--- src/status_led_pattern_sequencer_macros.svh ---
// Assertion macros shared by the status LED sequencer modules
`ifndef STATUS_LED_PATTERN_SEQUENCER_MACROS_SVH
`define STATUS_LED_PATTERN_SEQUENCER_MACROS_SVH

// same-cycle implication, clocked on clk, off during reset
`define SLPS_ASSERT_IMP(label, ante, cons, msg) \
    label: assert property (@(posedge clk) disable iff (!rst_n) (ante) |-> (cons)) \
        else $error(msg);

// next-cycle implication
`define SLPS_ASSERT_NEXT(label, ante, cons, msg) \
    label: assert property (@(posedge clk) disable iff (!rst_n) (ante) |=> (cons)) \
        else $error(msg);

`endif

--- src/slps_pkg.sv ---
// Package: pattern codes, sequence tables and shared types of the LED sequencer
package slps_pkg;

    localparam int MS_W      = 12;
    localparam int PAT_W     = 3;
    localparam int PHASE_W   = 3;
    localparam int IDX_W     = 2;
    localparam int LEVELS_W  = 4;
    localparam int CFG_IDX_W = 1;

    localparam logic [PAT_W-1:0] PAT_OFF    = 3'd0;
    localparam logic [PAT_W-1:0] PAT_ON     = 3'd1;
    localparam logic [PAT_W-1:0] PAT_SLOW   = 3'd2;
    localparam logic [PAT_W-1:0] PAT_FAST   = 3'd3;
    localparam logic [PAT_W-1:0] PAT_BURST  = 3'd4;
    localparam logic [PAT_W-1:0] PAT_HEART  = 3'd5;
    localparam logic [PAT_W-1:0] PAT_HEARTF = 3'd6;
    localparam logic [PAT_W-1:0] PAT_URGENT = 3'd7;

    localparam logic CMD_TICK = 1'b0;
    localparam logic CMD_SET  = 1'b1;

    localparam logic [CFG_IDX_W-1:0] CFG_SLOW = 1'b0;
    localparam logic [CFG_IDX_W-1:0] CFG_FAST = 1'b1;

    localparam logic [MS_W-1:0] SLOW_RESET = 12'd1000;
    localparam logic [MS_W-1:0] FAST_RESET = 12'd100;

    localparam logic [PHASE_W-1:0] BURST_LEN = 3'd7;
    localparam logic [PHASE_W-1:0] BEAT_LEN  = 3'd2;

    typedef struct packed {
        logic             tick;
        logic             set;
        logic [PAT_W-1:0] pattern;
    } led_ctl_t;

    typedef struct packed {
        logic               level;
        logic [MS_W-1:0]    ms;
        logic [PHASE_W-1:0] next_phase;
    } phase_t;

    function automatic logic [MS_W-1:0] toggle_ms(
        input logic [PAT_W-1:0] pat,
        input logic [MS_W-1:0]  slow,
        input logic [MS_W-1:0]  fast
    );
        logic [MS_W-1:0] v;
        v = (pat == PAT_SLOW) ? slow : fast;
        return (v == '0) ? 12'd1 : v;
    endfunction

    // seq: 0 burst, 1 heartbeat, 2 heartbeat fast, 3 urgent
    function automatic phase_t seq_phase(
        input logic [1:0]         seq,
        input logic [PHASE_W-1:0] phase
    );
        phase_t             r;
        logic [PHASE_W-1:0] len;
        logic [PHASE_W-1:0] p;
        len = (seq == 2'd0) ? BURST_LEN : BEAT_LEN;
        p   = (phase >= len) ? '0 : phase;
        r.level = (p == 3'd0) || ((seq == 2'd0) && (p == 3'd2 || p == 3'd4));
        unique case (seq)
            2'd0:    r.ms = (p == 3'd6) ? 12'd500 : 12'd100;
            2'd1:    r.ms = (p == 3'd0) ? 12'd50 : 12'd2950;
            2'd2:    r.ms = (p == 3'd0) ? 12'd50 : 12'd1000;
            default: r.ms = (p == 3'd0) ? 12'd50 : 12'd300;
        endcase
        r.next_phase = (p + 3'd1 >= len) ? '0 : p + 3'd1;
        return r;
    endfunction

endpackage

--- src/slps_if.sv ---
// Request and result channel interfaces of the LED sequencer
interface slps_req_if;
    logic                        valid;
    logic                        ready;
    logic                        command;
    logic [slps_pkg::IDX_W-1:0]  led_index;
    logic [slps_pkg::PAT_W-1:0]  pattern_code;

    modport source (output valid, command, led_index, pattern_code, input ready);
    modport sink   (input valid, command, led_index, pattern_code, output ready);
endinterface

interface slps_res_if;
    logic                          valid;
    logic                          ready;
    logic [slps_pkg::LEVELS_W-1:0] led_levels;

    modport source (output valid, led_levels, input ready);
    modport sink   (input valid, led_levels, output ready);
endinterface

--- src/slps_led_unit.sv ---
// One LED: pattern state, countdown and level update
`include "status_led_pattern_sequencer_macros.svh"

module slps_led_unit (
    input  logic                          clk,
    input  logic                          rst_n,
    input  slps_pkg::led_ctl_t            ctl,
    input  logic [slps_pkg::MS_W-1:0]     slow_ms,
    input  logic [slps_pkg::MS_W-1:0]     fast_ms,
    output logic                          level_next
);

    logic [slps_pkg::PAT_W-1:0]   pattern_reg, pattern_next;
    logic                         level_reg;
    logic [slps_pkg::PHASE_W-1:0] phase_reg, phase_next;
    logic [slps_pkg::MS_W-1:0]    remain_reg, remain_next;

    always_comb
    begin
        slps_pkg::phase_t ph;
        logic             blink;
        pattern_next = pattern_reg;
        level_next   = level_reg;
        phase_next   = phase_reg;
        remain_next  = remain_reg;
        ph           = '0;
        blink        = 1'b0;
        if (ctl.set && ctl.pattern != pattern_reg)
        begin
            pattern_next = ctl.pattern;
            if (ctl.pattern == slps_pkg::PAT_OFF || ctl.pattern == slps_pkg::PAT_ON)
            begin
                level_next  = (ctl.pattern == slps_pkg::PAT_ON);
                remain_next = '0;
            end
            else if (ctl.pattern == slps_pkg::PAT_SLOW || ctl.pattern == slps_pkg::PAT_FAST)
            begin
                level_next  = 1'b1;
                remain_next = slps_pkg::toggle_ms(ctl.pattern, slow_ms, fast_ms);
            end
            else
            begin
                ph          = slps_pkg::seq_phase(ctl.pattern[1:0], '0);
                level_next  = ph.level;
                remain_next = ph.ms;
                phase_next  = ph.next_phase;
            end
        end
        else if (ctl.tick && pattern_reg != slps_pkg::PAT_OFF
                 && pattern_reg != slps_pkg::PAT_ON)
        begin
            blink = (pattern_reg == slps_pkg::PAT_SLOW || pattern_reg == slps_pkg::PAT_FAST);
            if (remain_reg > 12'd1)
            begin
                remain_next = remain_reg - 12'd1;
            end
            else if (blink)
            begin
                level_next  = ~level_reg;
                remain_next = slps_pkg::toggle_ms(pattern_reg, slow_ms, fast_ms);
            end
            else
            begin
                ph          = slps_pkg::seq_phase(pattern_reg[1:0], phase_reg);
                level_next  = ph.level;
                remain_next = ph.ms;
                phase_next  = ph.next_phase;
            end
        end
    end

    always_ff @(posedge clk or negedge rst_n)
    begin
        if (!rst_n)
        begin
            pattern_reg <= slps_pkg::PAT_OFF;
            level_reg   <= 1'b0;
            phase_reg   <= '0;
            remain_reg  <= '0;
        end
        else
        begin
            pattern_reg <= pattern_next;
            level_reg   <= level_next;
            phase_reg   <= phase_next;
            remain_reg  <= remain_next;
        end
    end

    `SLPS_ASSERT_IMP(a_static_no_count,
        pattern_reg == slps_pkg::PAT_OFF || pattern_reg == slps_pkg::PAT_ON,
        remain_reg == '0, "off/on LED has a running countdown")
    `SLPS_ASSERT_IMP(a_timed_count_live,
        pattern_reg != slps_pkg::PAT_OFF && pattern_reg != slps_pkg::PAT_ON,
        remain_reg != '0, "timed LED countdown at zero")
    `SLPS_ASSERT_IMP(a_phase_range,
        pattern_reg == slps_pkg::PAT_HEART || pattern_reg == slps_pkg::PAT_HEARTF
        || pattern_reg == slps_pkg::PAT_URGENT,
        phase_reg < slps_pkg::BEAT_LEN, "heartbeat phase out of range")

endmodule

--- src/status_led_pattern_sequencer.sv ---
// Status LED pattern sequencer: top level
//
// Requests arrive on a valid/ready channel: command 0 is a 1 ms tick that
// advances every timed LED, command 1 sets the pattern of LED led_index.
// Every request yields exactly one result on the result channel, holding the
// levels of LEDs 0 to 3 after that request.
// Blink half-periods come from two registers written on the cfg port
// (index 0 slow, index 1 fast); write only while no request is in flight.
// A request goes from accept into the input register, then through the LED
// update into the result register. Throughput: one request per cycle while
// the result is not stalled; all LEDs do their update in parallel.
// A stalled result holds its register; one further request waits in the
// input register, after which ready drops until the result is taken.
// Reset: all LEDs off, countdowns cleared, registers back to 1000 and 100 ms,
// both channel stages empty.
`include "status_led_pattern_sequencer_macros.svh"

module status_led_pattern_sequencer #(
    parameter int NUM_LEDS = 4
) (
    input  logic                             clk,
    input  logic                             rst_n,
    input  logic                             cfg_we,
    input  logic [slps_pkg::CFG_IDX_W-1:0]   cfg_index,
    input  logic [slps_pkg::MS_W-1:0]        cfg_data,
    slps_req_if.sink                         request,
    slps_res_if.source                       result
);

    logic [slps_pkg::MS_W-1:0]     slow_reg, fast_reg;
    logic                          in_vld_reg;
    logic                          cmd_reg;
    logic [slps_pkg::IDX_W-1:0]    idx_reg;
    logic [slps_pkg::PAT_W-1:0]    pat_reg;
    logic                          out_vld_reg;
    logic [slps_pkg::LEVELS_W-1:0] levels_reg, levels_next;
    logic [NUM_LEDS-1:0]           lvl_next;
    logic                          advance;

    assign advance       = in_vld_reg && (!out_vld_reg || result.ready);
    assign request.ready = !in_vld_reg || advance;
    assign result.valid  = out_vld_reg;
    assign result.led_levels = levels_reg;

    always_ff @(posedge clk or negedge rst_n)
    begin
        if (!rst_n)
        begin
            slow_reg <= slps_pkg::SLOW_RESET;
            fast_reg <= slps_pkg::FAST_RESET;
        end
        else if (cfg_we)
        begin
            unique case (cfg_index)
                slps_pkg::CFG_SLOW: slow_reg <= cfg_data;
                slps_pkg::CFG_FAST: fast_reg <= cfg_data;
                default:            ;
            endcase
        end
    end

    always_ff @(posedge clk or negedge rst_n)
    begin
        if (!rst_n)
        begin
            in_vld_reg  <= 1'b0;
            out_vld_reg <= 1'b0;
        end
        else
        begin
            if (request.ready)
            begin
                in_vld_reg <= request.valid;
            end
            if (advance)
            begin
                out_vld_reg <= 1'b1;
            end
            else if (result.ready)
            begin
                out_vld_reg <= 1'b0;
            end
        end
    end

    always_ff @(posedge clk)
    begin
        if (request.valid && request.ready)
        begin
            cmd_reg <= request.command;
            idx_reg <= request.led_index;
            pat_reg <= request.pattern_code;
        end
        if (advance)
        begin
            levels_reg <= levels_next;
        end
    end

    for (genvar i = 0; i < NUM_LEDS; i++)
    begin : g_led
        slps_pkg::led_ctl_t ctl;
        assign ctl.tick    = advance && (cmd_reg == slps_pkg::CMD_TICK);
        assign ctl.pattern = pat_reg;
        if (i < 4)
        begin : g_addr
            assign ctl.set = advance && (cmd_reg == slps_pkg::CMD_SET)
                             && (idx_reg == slps_pkg::IDX_W'(i));
        end
        else
        begin : g_noaddr
            assign ctl.set = 1'b0;
        end

        slps_led_unit u_led (
            .clk        (clk),
            .rst_n      (rst_n),
            .ctl        (ctl),
            .slow_ms    (slow_reg),
            .fast_ms    (fast_reg),
            .level_next (lvl_next[i])
        );
    end

    for (genvar b = 0; b < slps_pkg::LEVELS_W; b++)
    begin : g_lvl
        if (b < NUM_LEDS)
        begin : g_on
            assign levels_next[b] = lvl_next[b];
        end
        else
        begin : g_off
            assign levels_next[b] = 1'b0;
        end
    end

    `SLPS_ASSERT_NEXT(a_held_request_kept, in_vld_reg && !advance, in_vld_reg,
        "held request dropped")
    `SLPS_ASSERT_NEXT(a_advance_gives_result, advance, out_vld_reg,
        "processed request produced no result")
    `SLPS_ASSERT_IMP(a_no_overwrite, out_vld_reg && !result.ready, !advance,
        "pending result overwritten")

endmodule

--- src/flat_wrapper.sv ---
// flat-port wrapper written by rule: the top's interface ports become plain ports
module status_led_pattern_sequencer_flat 
#(
    parameter int NUM_LEDS = 4
)
  (clk, rst_n, cfg_we, cfg_index, cfg_data, request_valid, request_command, request_led_index, request_pattern_code, request_ready, result_valid, result_led_levels, result_ready);
  slps_req_if request_i ();
  slps_res_if result_i ();
  input  logic clk;
  input  logic rst_n;
  input  logic cfg_we;
  input  logic [slps_pkg::CFG_IDX_W-1:0] cfg_index;
  input  logic [slps_pkg::MS_W-1:0] cfg_data;
  input wire logic [$bits(request_i.valid)-1:0] request_valid;
  input wire logic [$bits(request_i.command)-1:0] request_command;
  input wire logic [$bits(request_i.led_index)-1:0] request_led_index;
  input wire logic [$bits(request_i.pattern_code)-1:0] request_pattern_code;
  output wire logic [$bits(request_i.ready)-1:0] request_ready;
  output wire logic [$bits(result_i.valid)-1:0] result_valid;
  output wire logic [$bits(result_i.led_levels)-1:0] result_led_levels;
  input wire logic [$bits(result_i.ready)-1:0] result_ready;
  assign request_i.valid = request_valid;
  assign request_i.command = request_command;
  assign request_i.led_index = request_led_index;
  assign request_i.pattern_code = request_pattern_code;
  assign request_ready = request_i.ready;
  assign result_valid = result_i.valid;
  assign result_led_levels = result_i.led_levels;
  assign result_i.ready = result_ready;
  status_led_pattern_sequencer #(.NUM_LEDS(NUM_LEDS)) u_core (.clk(clk), .rst_n(rst_n), .cfg_we(cfg_we), .cfg_index(cfg_index), .cfg_data(cfg_data), .request(request_i), .result(result_i));
endmodule
--- config.mk ---
export PLATFORM = sky130hd
export DESIGN_NAME = status_led_pattern_sequencer_flat
export DESIGN_NICKNAME = d
export VERILOG_FILES = /design/src/slps_pkg.sv /design/src/slps_if.sv /design/src/slps_led_unit.sv /design/src/status_led_pattern_sequencer.sv /design/src/flat_wrapper.sv
export VERILOG_INCLUDE_DIRS = /design/src /design/src/src
export SDC_FILE = /design/constraint.sdc
export NUM_CORES = 1
export LEC_CHECK = 0
export BUFFER_PORTS_ARGS = -buffer_cell sky130_fd_sc_hd__buf_2
export CAP_MARGIN = 20
export CORE_ASPECT_RATIO = 1.5
export CORE_MARGIN = 1.5
export CORE_UTILIZATION = 50
export CTS_CLUSTER_DIAMETER = 40
export DETAILED_ROUTE_END_ITERATION = 7
export GPL_ROUTABILITY_DRIVEN = 0
export PLACE_DENSITY = 0.67
export SLEW_MARGIN = 5
export SYNTH_ARGS = -nofsm -noshare
export SYNTH_HDL_FRONTEND = slang
export SYNTH_SLANG_ARGS = --single-unit
export TNS_END_PERCENT = 50
--- constraint.sdc ---
create_clock -name clk -period 5.6 [get_ports clk]
set_input_delay 0.56 -clock clk [delete_from_list [all_inputs] [get_ports clk]]
set_output_delay 0.56 -clock clk [all_outputs]
set_load 0.02 [all_outputs]
== Word-level counts from Yosys, hierarchy flattened ==
Index checks and enable logic that the tools add are counted.

* $lt $le $gt $ge: 13
* Div/mod/pow operators: 0
* Equal/unequal tests: 58
* Muxes and demuxes: 100
* Shift operators: 0
* Reductions and logical operators: 73
* Multipliers: 0
* Add/sub/neg operators: 8
* Bitwise logic cells: 6

{| class="wikitable"
|+ Operators with widths
! kind !! count
|-
| 2-to-1 mux 12 bit || 32
|-
| one-hot mux 12 bit (3 select lines) || 4
|-
| 2-to-1 mux 3 bit || 31
|-
| 2-to-1 mux 9 bit || 8
|-
| logical NOT 12 bit || 5
|-
| > comparator 12 x 1 -> 1 bit, second input constant || 4
|-
| subtractor 12 x 1 -> 12 bit, second input constant || 4
|-
| == test 3 x 2 -> 1 bit, second input constant || 14
|-
| 2-to-1 mux 10 bit || 4
|-
| != test 2 bit, second input constant || 16
|-
| == test 3 bit, second input constant || 8
|-
| >= comparator 3 bit || 8
|-
| logical AND 1 bit || 24
|-
| 2-to-1 mux 1 bit || 20
|-
| AND reduction 5 bit || 4
|-
| logical OR 1 bit || 16
|-
| logical NOT 3 bit || 5
|-
| adder 3 x 1 -> 3 bit, second input constant || 4
|-
| == test 2 bit, second input constant || 6
|-
| logical NOT 2 bit || 6
|-
| != test 3 x 1 -> 1 bit, second input constant || 4
|-
| != test 3 bit || 4
|-
| nonzero test 3 bit || 4
|-
| == test 2 x 1 -> 1 bit, second input constant || 5
|-
| other kinds (7) || 18
|}

* Output and inout port bits: 6
* Input port bits: 24
* Register bits after elaboration: 112
* Logic and storage cells: 282
* Memories: 0
* Bits in latches: 0
* Memory bits (read-only): 0
* RAM bits: 0

== Logic depth before layout (Yosys ltp) ==
Gate-level depths: netlist (run 1).

* Depth after elaboration: 12
* Depth in mapped cells: 14
* Mapped depth without buffers: 11

== Cells and area by module ==
Synthesis (run 1) repeated with hierarchy kept, for this count alone.

* Cells, all modules: 1125
* Area total of the unflattened synthesis: 9566.7 um^2

{| class="wikitable"
|+ Modules (own cells, without submodules)
! module !! area an instance (um^2) !! cells an instance !! seq. area each (um^2) !! times used
|-
| slps_led_unit at u_core.g_led[0].u_led ... || 1964.4 || 254 || 475.5 || 2
|-
| slps_led_unit at u_core.g_led[3].u_led || 2120.8 || 270 || 475.5 || 1
|-
| slps_led_unit at u_core.g_led[2].u_led || 2115.8 || 269 || 475.5 || 1
|-
| status_led_pattern_sequencer || 1401.3 || 78 || 962.2 || 1
|}

== Worst setup path after synthesis (run 1) ==
Ideal clock, no wire load.

* Path type: reg-to-reg
* From: register u_core.g_led[3].u_led.pattern_reg[0] (netlist name)
* To: register u_core.g_led[3].u_led.remain_reg[1] (netlist name)
* Stages on the path, launching flop included: 14
* Buffers on the path: 3
* Arrival time: 3.209 ns
* Period minus slack after synthesis: 3.335 ns
* Library setup time: 0.126 ns
* Data required time: 5.474 ns
* Setup slack: 2.265 ns
* Path through: dfrtp_1 buf_2 buf_1 clkbuf_1 or2_2 ha_1 a31oi_1 nand2_1 ha_1 a21boi_1 a22o_1 a221oi_2 a211oi_1 a221o_1

* Word-level cells in the longest chain between the ends: 11
* Elaborated cells on any way between the ends: 27
* Classes of those cells: order compare: 1; eq/ne: 6; mux: 11; reduce/logical: 9

{| class="wikitable"
|+ RTL lines
! item !! RTL line !! text
|-
| from (decl) || slps_led_unit.sv:13 || <nowiki>logic [slps_pkg::PAT_W-1:0] pattern_reg, pattern_next;</nowiki>
|-
| from (signal assigned) || slps_led_unit.sv:76 || <nowiki>pattern_reg <= slps_pkg::PAT_OFF;</nowiki>
|-
| from (signal assigned) || slps_led_unit.sv:83 || <nowiki>pattern_reg <= pattern_next;</nowiki>
|-
| logical NOT 2 bit || slps_pkg.sv:62, slps_pkg.sv:65 ||
|-
| 2-to-1 mux 3 bit || slps_pkg.sv:62 || <nowiki>len = (seq == 2'd0) ? BURST_LEN : BEAT_LEN;</nowiki>
|-
| >= comparator 3 bit || slps_pkg.sv:63 || <nowiki>p = (phase >= len) ? '0 : phase;</nowiki>
|-
| 2-to-1 mux 3 bit || slps_pkg.sv:63 ||
|-
| logical NOT 3 bit || slps_pkg.sv:68, slps_pkg.sv:69 ||
|-
| 2-to-1 mux 9 bit or 2-to-1 mux 10 bit (tied branches) || slps_pkg.sv:69, slps_pkg.sv:68 ||
|-
| one-hot mux 12 bit (3 select lines) || slps_pkg.sv:65 || <nowiki>unique case (seq)</nowiki>
|-
| 2-to-1 mux 12 bit || slps_led_unit.sv:57 || <nowiki>else if (blink)</nowiki>
|-
| 2-to-1 mux 12 bit || slps_led_unit.sv:53 || <nowiki>if (remain_reg > 12'd1)</nowiki>
|-
| 2-to-1 mux 12 bit || slps_led_unit.sv:49 || <nowiki>else if (ctl.tick && pattern_reg != slps_pkg::PAT_OFF</nowiki>
|-
| 2-to-1 mux 12 bit || slps_led_unit.sv:28 || <nowiki>if (ctl.set && ctl.pattern != pattern_reg)</nowiki>
|-
| to (signal assigned) || slps_led_unit.sv:86 || <nowiki>remain_reg <= remain_next;</nowiki>
|-
| to (decl) || slps_led_unit.sv:16 || <nowiki>logic [slps_pkg::MS_W-1:0] remain_reg, remain_next;</nowiki>
|}

Parallel ways exist; a longest one is shown, timed or not. The select of a mux whose other input is x is not followed.
A chain may end at the register's enable or synchronous reset.

== Worst setup path after layout (run 1) ==
Same ends and word-level chain as after synthesis.

==> results.json, run 1 <==
{
  "status": "finished clean",
  "cts_tree": "built",
  "synth_area_sq_mm": 0.00855,
  "ys_types": 86,
  "power.share.sequential_pct": 39.7,
  "fin_crit_sh_pct": 61.9,
  "maxSlewHeadroom_pct": 32.5,
  "synth-edff-count": 10,
  "portBuffers": 29,
  "wl_per_cell_microns": 22.2,
  "dpl.cell_count": 1175,
  "nNetsFinal": 1034,
  "clock_latency_ns": 0.37,
  "antenna_found_initial": 0,
  "die_y_microns": 163,
  "die-area_sq_mm": 0.0179,
  "cts_buffers": 9,
  "grt_pass1_vias": 7545,
  "die_width_microns": 110,
  "layout_commonest_cell": "dfrtp_1",
  "dp_hpwl_microns": 18800,
  "num_io_pins": 30,
  "num_antenna_cells": 0,
  "intPower_mw": 2.15,
  "worstSetupEndpointType": "register",
  "grt_use_met2_pct": 48.7,
  "largest_register_ff_count": 48,
  "crit-reg2reg-launch": "u_core.g_led[3].u_led.pattern_reg[0]",
  "cts.sinks": 112,
  "synthesis.nets": 1037,
  "syn_inst": 981,
  "postCtsResizedCells": 0,
  "synthFlopType": "dfrtp_1",
  "finalHoldViolations": 0,
  "fin_util_pct": 54.5,
  "grt_util_met3_pct": 3.47,
  "post_cts_buffers": 0,
  "cts_hold_buffers": 0,
  "fin_crit_ns": 3.47,
  "rsz0062_at_grt": "no",
  "timing.fmax_mhz": 288,
  "worst_slew_pin_slew_ns": 1.01,
  "crit_arrival_ns": 3.72,
  "grt_max_degree": 71,
  "setup_viol": 0,
  "num_vias": 7961,
  "layoutNonFillerInstCount": 1193,
  "htreeDepth": 3,
  "final.setup.tns_ns": 0,
  "busiest_layer": "met2",
  "synthArstFlopShare_pct": 91.1,
  "reg2reg_to": "u_core.g_led[3].u_led.remain_reg[1]",
  "postSynthAreaPerCell_sq_um": 8.72,
  "ys_ff_latch": 112,
  "start_util_pct": 51.0,
  "root_buffer": "clkbuf_16",
  "path_class": "reg -> reg",
  "p_sw_mw": 1.67,
  "drc": 0,
  "grt_use_total_pct": 30.7,
  "finalMaxSlewViolations": 0,
  "grtUsageMet1_pct": 39.7,
  "drtPass1Iterations": 7,
  "drt_iter0_markers": 729,
  "ir_worst_vdd_uv": 185,
  "r2r_slack_ns": 2.13,
  "cts_buffer_depth": 2,
  "vias_per_cell": 6.67,
  "grt_pass1_wl_microns": 41800,
  "seq_area_frac_synth_pct": 33.5,
  "cp_max_fo": 27,
  "leakagePower_nw": 3.67,
  "clock_skew_ns": 0.00887,
  "cp_data_required_time_ns": 5.85,
  "startpoint": "u_core.g_led[3].u_led.pattern_reg[0]",
  "synthToLayoutAreaGrowth_pct": 6.86,
  "hp-class": "in -> async",
  "grt-ovfl-total": 0,
  "yosysWarningCount": 0,
  "swShare_pct": 43.7,
  "mostFrequentLayoutCells": "93 x dfrtp_1, 85 x o21ai_0, 82 x nand2_1, 74 x nor2_1, 48 x a21oi_1",
  "pwr_density_cell_mw_per_mm2": 418,
  "core_sq_mm": 0.0168,
  "power_frac_clock_pct": 19.0,
  "ff2ff_path_depth": 10,
  "clkTransAtPathRegs_ns": 0.08,
  "detail-route-antenna-nets": 0,
  "rows": 58,
  "maxCapViolCount": 0,
  "drive_above_1_share_pct": 14.8,
  "startpoint_type": "register",
  "routed_wl_microns": 26400,
  "combPwrFrac_pct": 41.3
}
## power groups by stage
| stage | Sequential [mW] | Combinational (mW) | Clock (mW) |
|---|---|---|---|
| 2_1_floorplan | 1.30 | 1.33 | 0 |
| 3_3_place_gp | 1.50 | 1.53 | 0 |
| 3_5_place_dp | 1.51 | 1.55 | 0 |
| 4_1_cts | 1.50 | 1.56 | 0.737 |
| 5_1_grt | 1.56 | 1.77 | 0.771 |
| 6_report | 1.52 | 1.57 | 0.726 |
## per-stage QoR
step                      worst slack, ns  hold WS (ns)  instance area, sq um  power [mW]
final                                2.13         0.124                  9140        3.82
after global routing                 1.83         0.158                  9140        4.10
after CTS                            2.16         0.150                  9120        3.79
after detailed placement             2.20         0.506                  8790        3.05
after global placement               2.27         0.514                  8790        3.03
after floorplan                      2.26         0.264                  8550        2.63
## critical path: stages (launching register included)
cell and delay (ns):
dfrtp_1 0.69, or2_2 0.44, ha_1 0.33, a31oi_1 0.34, nand2_1 0.18, ha_1 0.26
a21boi_1 0.20, a22o_1 0.29, a221oi_2 0.27, a211oi_1 0.08, a221o_1 0.27
## metal layers
layer	vias up	wire [microns]	part of all wire (%)
met2	330	12600	48
met1	3867	10800	41
met3	88	1380	5.2
met4	0	1610	6.1
li1	3676	-	-
met5	-	0	0
## synthesized netlist by cell type, drive strengths merged, types with 10 or more instances
library cell / instances / area share (%)
a211oi: 14 / 1.3
a21oi: 48 / 2.8
a221oi: 14 / 1.6
a22oi: 18 / 1.6
a31oi: 19 / 1.6
and3: 10 / 0.73
buf: 22 / 1.4
clkbuf: 33 / 1.4
dfrtp: 93 / 27
edfxtp: 10 / 3.5
ha: 32 / 4.7
inv: 37 / 1.6
mux2: 43 / 5.7
mux2i: 30 / 3.5
nand2: 83 / 3.7
nand2b: 21 / 1.5
nand3: 23 / 1.3
nand3b: 11 / 0.97
nor2: 77 / 3.5
nor2b: 12 / 0.88
nor3: 36 / 2.4
nor4: 15 / 1.2
o211ai: 11 / 0.97
o21ai: 86 / 5.0
o22ai: 12 / 0.88
o311ai: 10 / 1.0
o31ai: 10 / 0.88
or2: 10 / 0.73
xnor2: 19 / 1.9
xor2: 15 / 1.5
## how the worst max path moves through the flow
stage                                     endpoint  cells after the start
6_report       u_core.g_led[3].u_led.remain_reg[1]                     10
5_1_grt        u_core.g_led[3].u_led.remain_reg[7]                     10
4_1_cts        u_core.g_led[3].u_led.remain_reg[1]                     10
3_5_place_dp   u_core.g_led[3].u_led.remain_reg[1]                     10
3_3_place_gp   u_core.g_led[3].u_led.remain_reg[7]                     10
2_1_floorplan  u_core.g_led[3].u_led.remain_reg[1]                     13
## cell families after synthesis
kind of cell | share of synthesized area, %
flops | 33.5
fa+ha+maj | 4.68
xor+xnor | 3.48
compound gates | 24.6
buf+inv | 4.48
mux | 9.18
simple gates | 20.1
## layout make-up
| type | instances | area, sq um |
|---|---|---|
| multi-input cells | 777 | 5300 |
| clock buffers | 9 | 225 |
| well taps | 210 | 263 |
| flip-flops and latches | 112 | 2860 |
| repair buffers | 41 | 235 |
| clock inverters | 7 | 108 |
| inverters | 37 | 139 |
| fillers | 1559 | 7630 |
Note: power is estimated with default switching activity, not from simulation.
==> run 2: changes to the inputs <==
--- a/config.mk
+++ b/config.mk
@@ -6,6 +6,7 @@
 export SDC_FILE = /design/constraint.sdc
 export NUM_CORES = 1
 export LEC_CHECK = 0
+export ABC_AREA = 1
 export BUFFER_PORTS_ARGS = -buffer_cell sky130_fd_sc_hd__buf_2
 export CAP_MARGIN = 20
 export CORE_ASPECT_RATIO = 1.5
@@ -14,7 +15,7 @@
 export CTS_CLUSTER_DIAMETER = 40
 export DETAILED_ROUTE_END_ITERATION = 7
 export GPL_ROUTABILITY_DRIVEN = 0
-export PLACE_DENSITY = 0.67
+export PLACE_DENSITY = 0.69
 export SLEW_MARGIN = 5
 export SYNTH_ARGS = -nofsm -noshare
 export SYNTH_HDL_FRONTEND = slang
==> constraint.sdc (replaced) <==
create_clock -name clk -period 2.9 [get_ports clk]
set_input_delay 0.29 -clock clk [delete_from_list [all_inputs] [get_ports clk]]
set_output_delay 0.29 -clock clk [all_outputs]
set_load 0.02 [all_outputs]
==> results.json, run 2 <==
{
  "yosysWarningCount": 0,
  "htreeDepth": 3,
  "synth_largest_area_cell": "dfrtp_1",
  "dp_hpwl_microns": 21100,
  "setup_viol": 0,
  "pwr_density_cell_mw_per_mm2": 982,
  "detail-route-antenna-nets": 0,
  "drc": 0,
  "maxSlewHeadroom_pct": 50.8,
  "cp_max_fo": 5,
  "largest_register_ff_count": 48,
  "layout_commonest_cell": "nand2_1",
  "timing.fmax_mhz": 373,
  "fin_crit_ns": 2.68,
  "num_vias": 9272,
  "nNetsFinal": 1469,
  "synthArstFlopShare_pct": 91.1,
  "drtPass1Iterations": 5,
  "synthesis.nets": 1446,
  "post_cts_buffers": 0,
  "maxCapViolCount": 0,
  "die-area_sq_mm": 0.0192,
  "status": "finished clean",
  "synth_area_leaders": "dfrtp_1 25%, nand2_1 17%, inv_1 6.7%",
  "num_antenna_cells": 0,
  "worstSetupEndpointType": "register",
  "cts_buffer_depth": 2,
  "startpoint_type": "register",
  "synth_area_sq_mm": 0.00919,
  "fin_crit_sh_pct": 92.4,
  "cp_data_required_time_ns": 3.19,
  "drive_above_1_share_pct": 10.7,
  "vias_per_cell": 5.67,
  "ys_ff_latch": 112,
  "path_class": "reg -> reg",
  "grt_use_total_pct": 29.6,
  "core_sq_mm": 0.0179,
  "wl_per_cell_microns": 17.0,
  "synthToLayoutAreaGrowth_pct": 6.75,
  "ys_types": 50,
  "ir_worst_vdd_uv": 657,
  "grt_max_degree": 48,
  "die_width_microns": 114,
  "fin_util_pct": 54.7,
  "synth_top_area_share_pct": 25.3,
  "grt-ovfl-total": 0,
  "postSynthAreaPerCell_sq_um": 6.61,
  "rsz0062_at_grt": "no",
  "grt_pass1_wl_microns": 44200,
  "fillers": 1808,
  "hold_ws_ns": 0.0969,
  "leakagePower_nw": 5.04,
  "clock_latency_ns": 0.37,
  "cts.sinks": 112,
  "synth-edff-count": 10,
  "start_util_pct": 51.2,
  "hp-class": "in -> reg",
  "portBuffers": 29,
  "synth.most_common_cell": "nand2_1",
  "finalMaxSlewViolations": 0,
  "synthFlopType": "dfrtp_1",
  "final.setup.tns_ns": 0,
  "finalHoldViolations": 0,
  "die_y_microns": 169,
  "drt_iter0_markers": 1000,
  "clock_skew_ns": 0.0136,
  "antenna_found_initial": 0,
  "crit_arrival_ns": 2.97,
  "grt_pass1_vias": 8766,
  "cts_buffers": 9,
  "cts_tree": "built",
  "mostFrequentLayoutCells": "415 x nand2_1, 165 x inv_1, 137 x nor2_1, 122 x nand3_1, 94 x o21ai_0",
  "worst_slew_pin_slew_ns": 0.738,
  "routed_wl_microns": 27700,
  "num_io_pins": 30,
  "synthTopCellsByCount": "415 x nand2_1, 165 x inv_1, 140 x nor2_1",
  "rows": 60,
  "clkTransAtPathRegs_ns": 0.07,
  "seq_area_frac_synth_pct": 31.2,
  "root_buffer": "clkbuf_16",
  "syn_inst": 1390
}
run 2: report_power, final:
group	switching [mW]	total, mW	internal, mW	leakage, nW
clock network	0.636	1.32	0.680	0.149
registers	0.595	2.74	2.14	1.34
logic	3.63	5.58	1.95	3.55
total	4.86	9.63	4.77	5.04
run 2: final timing paths:
path                                                      end  depth (start not counted)  slack, ns                            startpoint
max in group asynchronous                  u_core.fast_reg[6]                          3       1.62                                 rst_n
hold / removal                              u_core.pat_reg[0]                          1        0.1               request_pattern_code[0]
min in group asynchronous  u_core.g_led[3].u_led.phase_reg[1]                          2       0.48                                 rst_n
hold reg to reg                            u_core.fast_reg[3]                          2       0.49                    u_core.fast_reg[3]
setup / recovery           u_core.g_led[2].u_led.phase_reg[0]                         14       0.22  u_core.g_led[2].u_led.pattern_reg[0]
setup reg to reg           u_core.g_led[2].u_led.phase_reg[0]                         14       0.22  u_core.g_led[2].u_led.pattern_reg[0]
run 2: critical path, cell delays in order, from the launching register on:
cell	delay, ns
dfrtp_1	0.41
nor2_4	0.16
inv_1	0.11
ha_1	0.33
a31oi_4	0.21
inv_1	0.06
nor2_1	0.14
ha_1	0.19
xnor2_1	0.14
ha_1	0.27
a31oi_2	0.23
inv_1	0.07
o21ai_1	0.15
nand2_1	0.07
o21ai_1	0.08
run 2: routing by layer:
layer | track usage (%) | part of all wire (%) | vias up
met3 | 3.87 | 5.6 | 124
met5 | 0 | 0 | -
met1 | 35.3 | 40 | 4225
met2 | 50.4 | 48 | 366
met4 | 18.0 | 6.9 | 0
li1 | - | - | 4557
run 2: per-stage QoR:
step / power, mW / instances / cell area [sq um] / setup WS, ns
global route: 10.5 / 1635 / 9810 / 0.00131
finish: 9.63 / 1635 / 9810 / 0.220
floorplan: 6.97 / 1390 / 9190 / 0.276
global placement: 8.04 / 1618 / 9480 / 0.303
detailed placement: 8.15 / 1618 / 9480 / 0.208
CTS: 9.50 / 1635 / 9790 / 0.180
run 2: timing repair:
| action | CTS | global route |
|---|---|---|
| hold buffers | 1 | 0 |
| resized for setup | 0 | 5 |
| endpoints found under the setup margin | 0 | 7 |
| endpoints found under the hold margin | 33 | 0 |
run 2: final cells by class:
cell class              count  area (sq um)  area share [%]
multi-input cells        1052          5340            54.5
repair buffers             51           328            3.34
inverters                 187           704            7.18
well taps                 217           272            2.77
clock inverters             7          75.1           0.765
flip-flops and latches    112          2860            29.2
clock buffers               9           225            2.30
run 2: cell families after synthesis:
family | count (synthesis) | share of synthesized area [%]
flip-flops | 112 | 31.2
AO/OA/AOI/OAI | 234 | 14.6
AND/OR/NAND/NOR | 756 | 36.1
XOR/XNOR | 30 | 2.86
buffers and inverters | 226 | 10.9
adder cells (fa/ha/maj) | 32 | 4.36
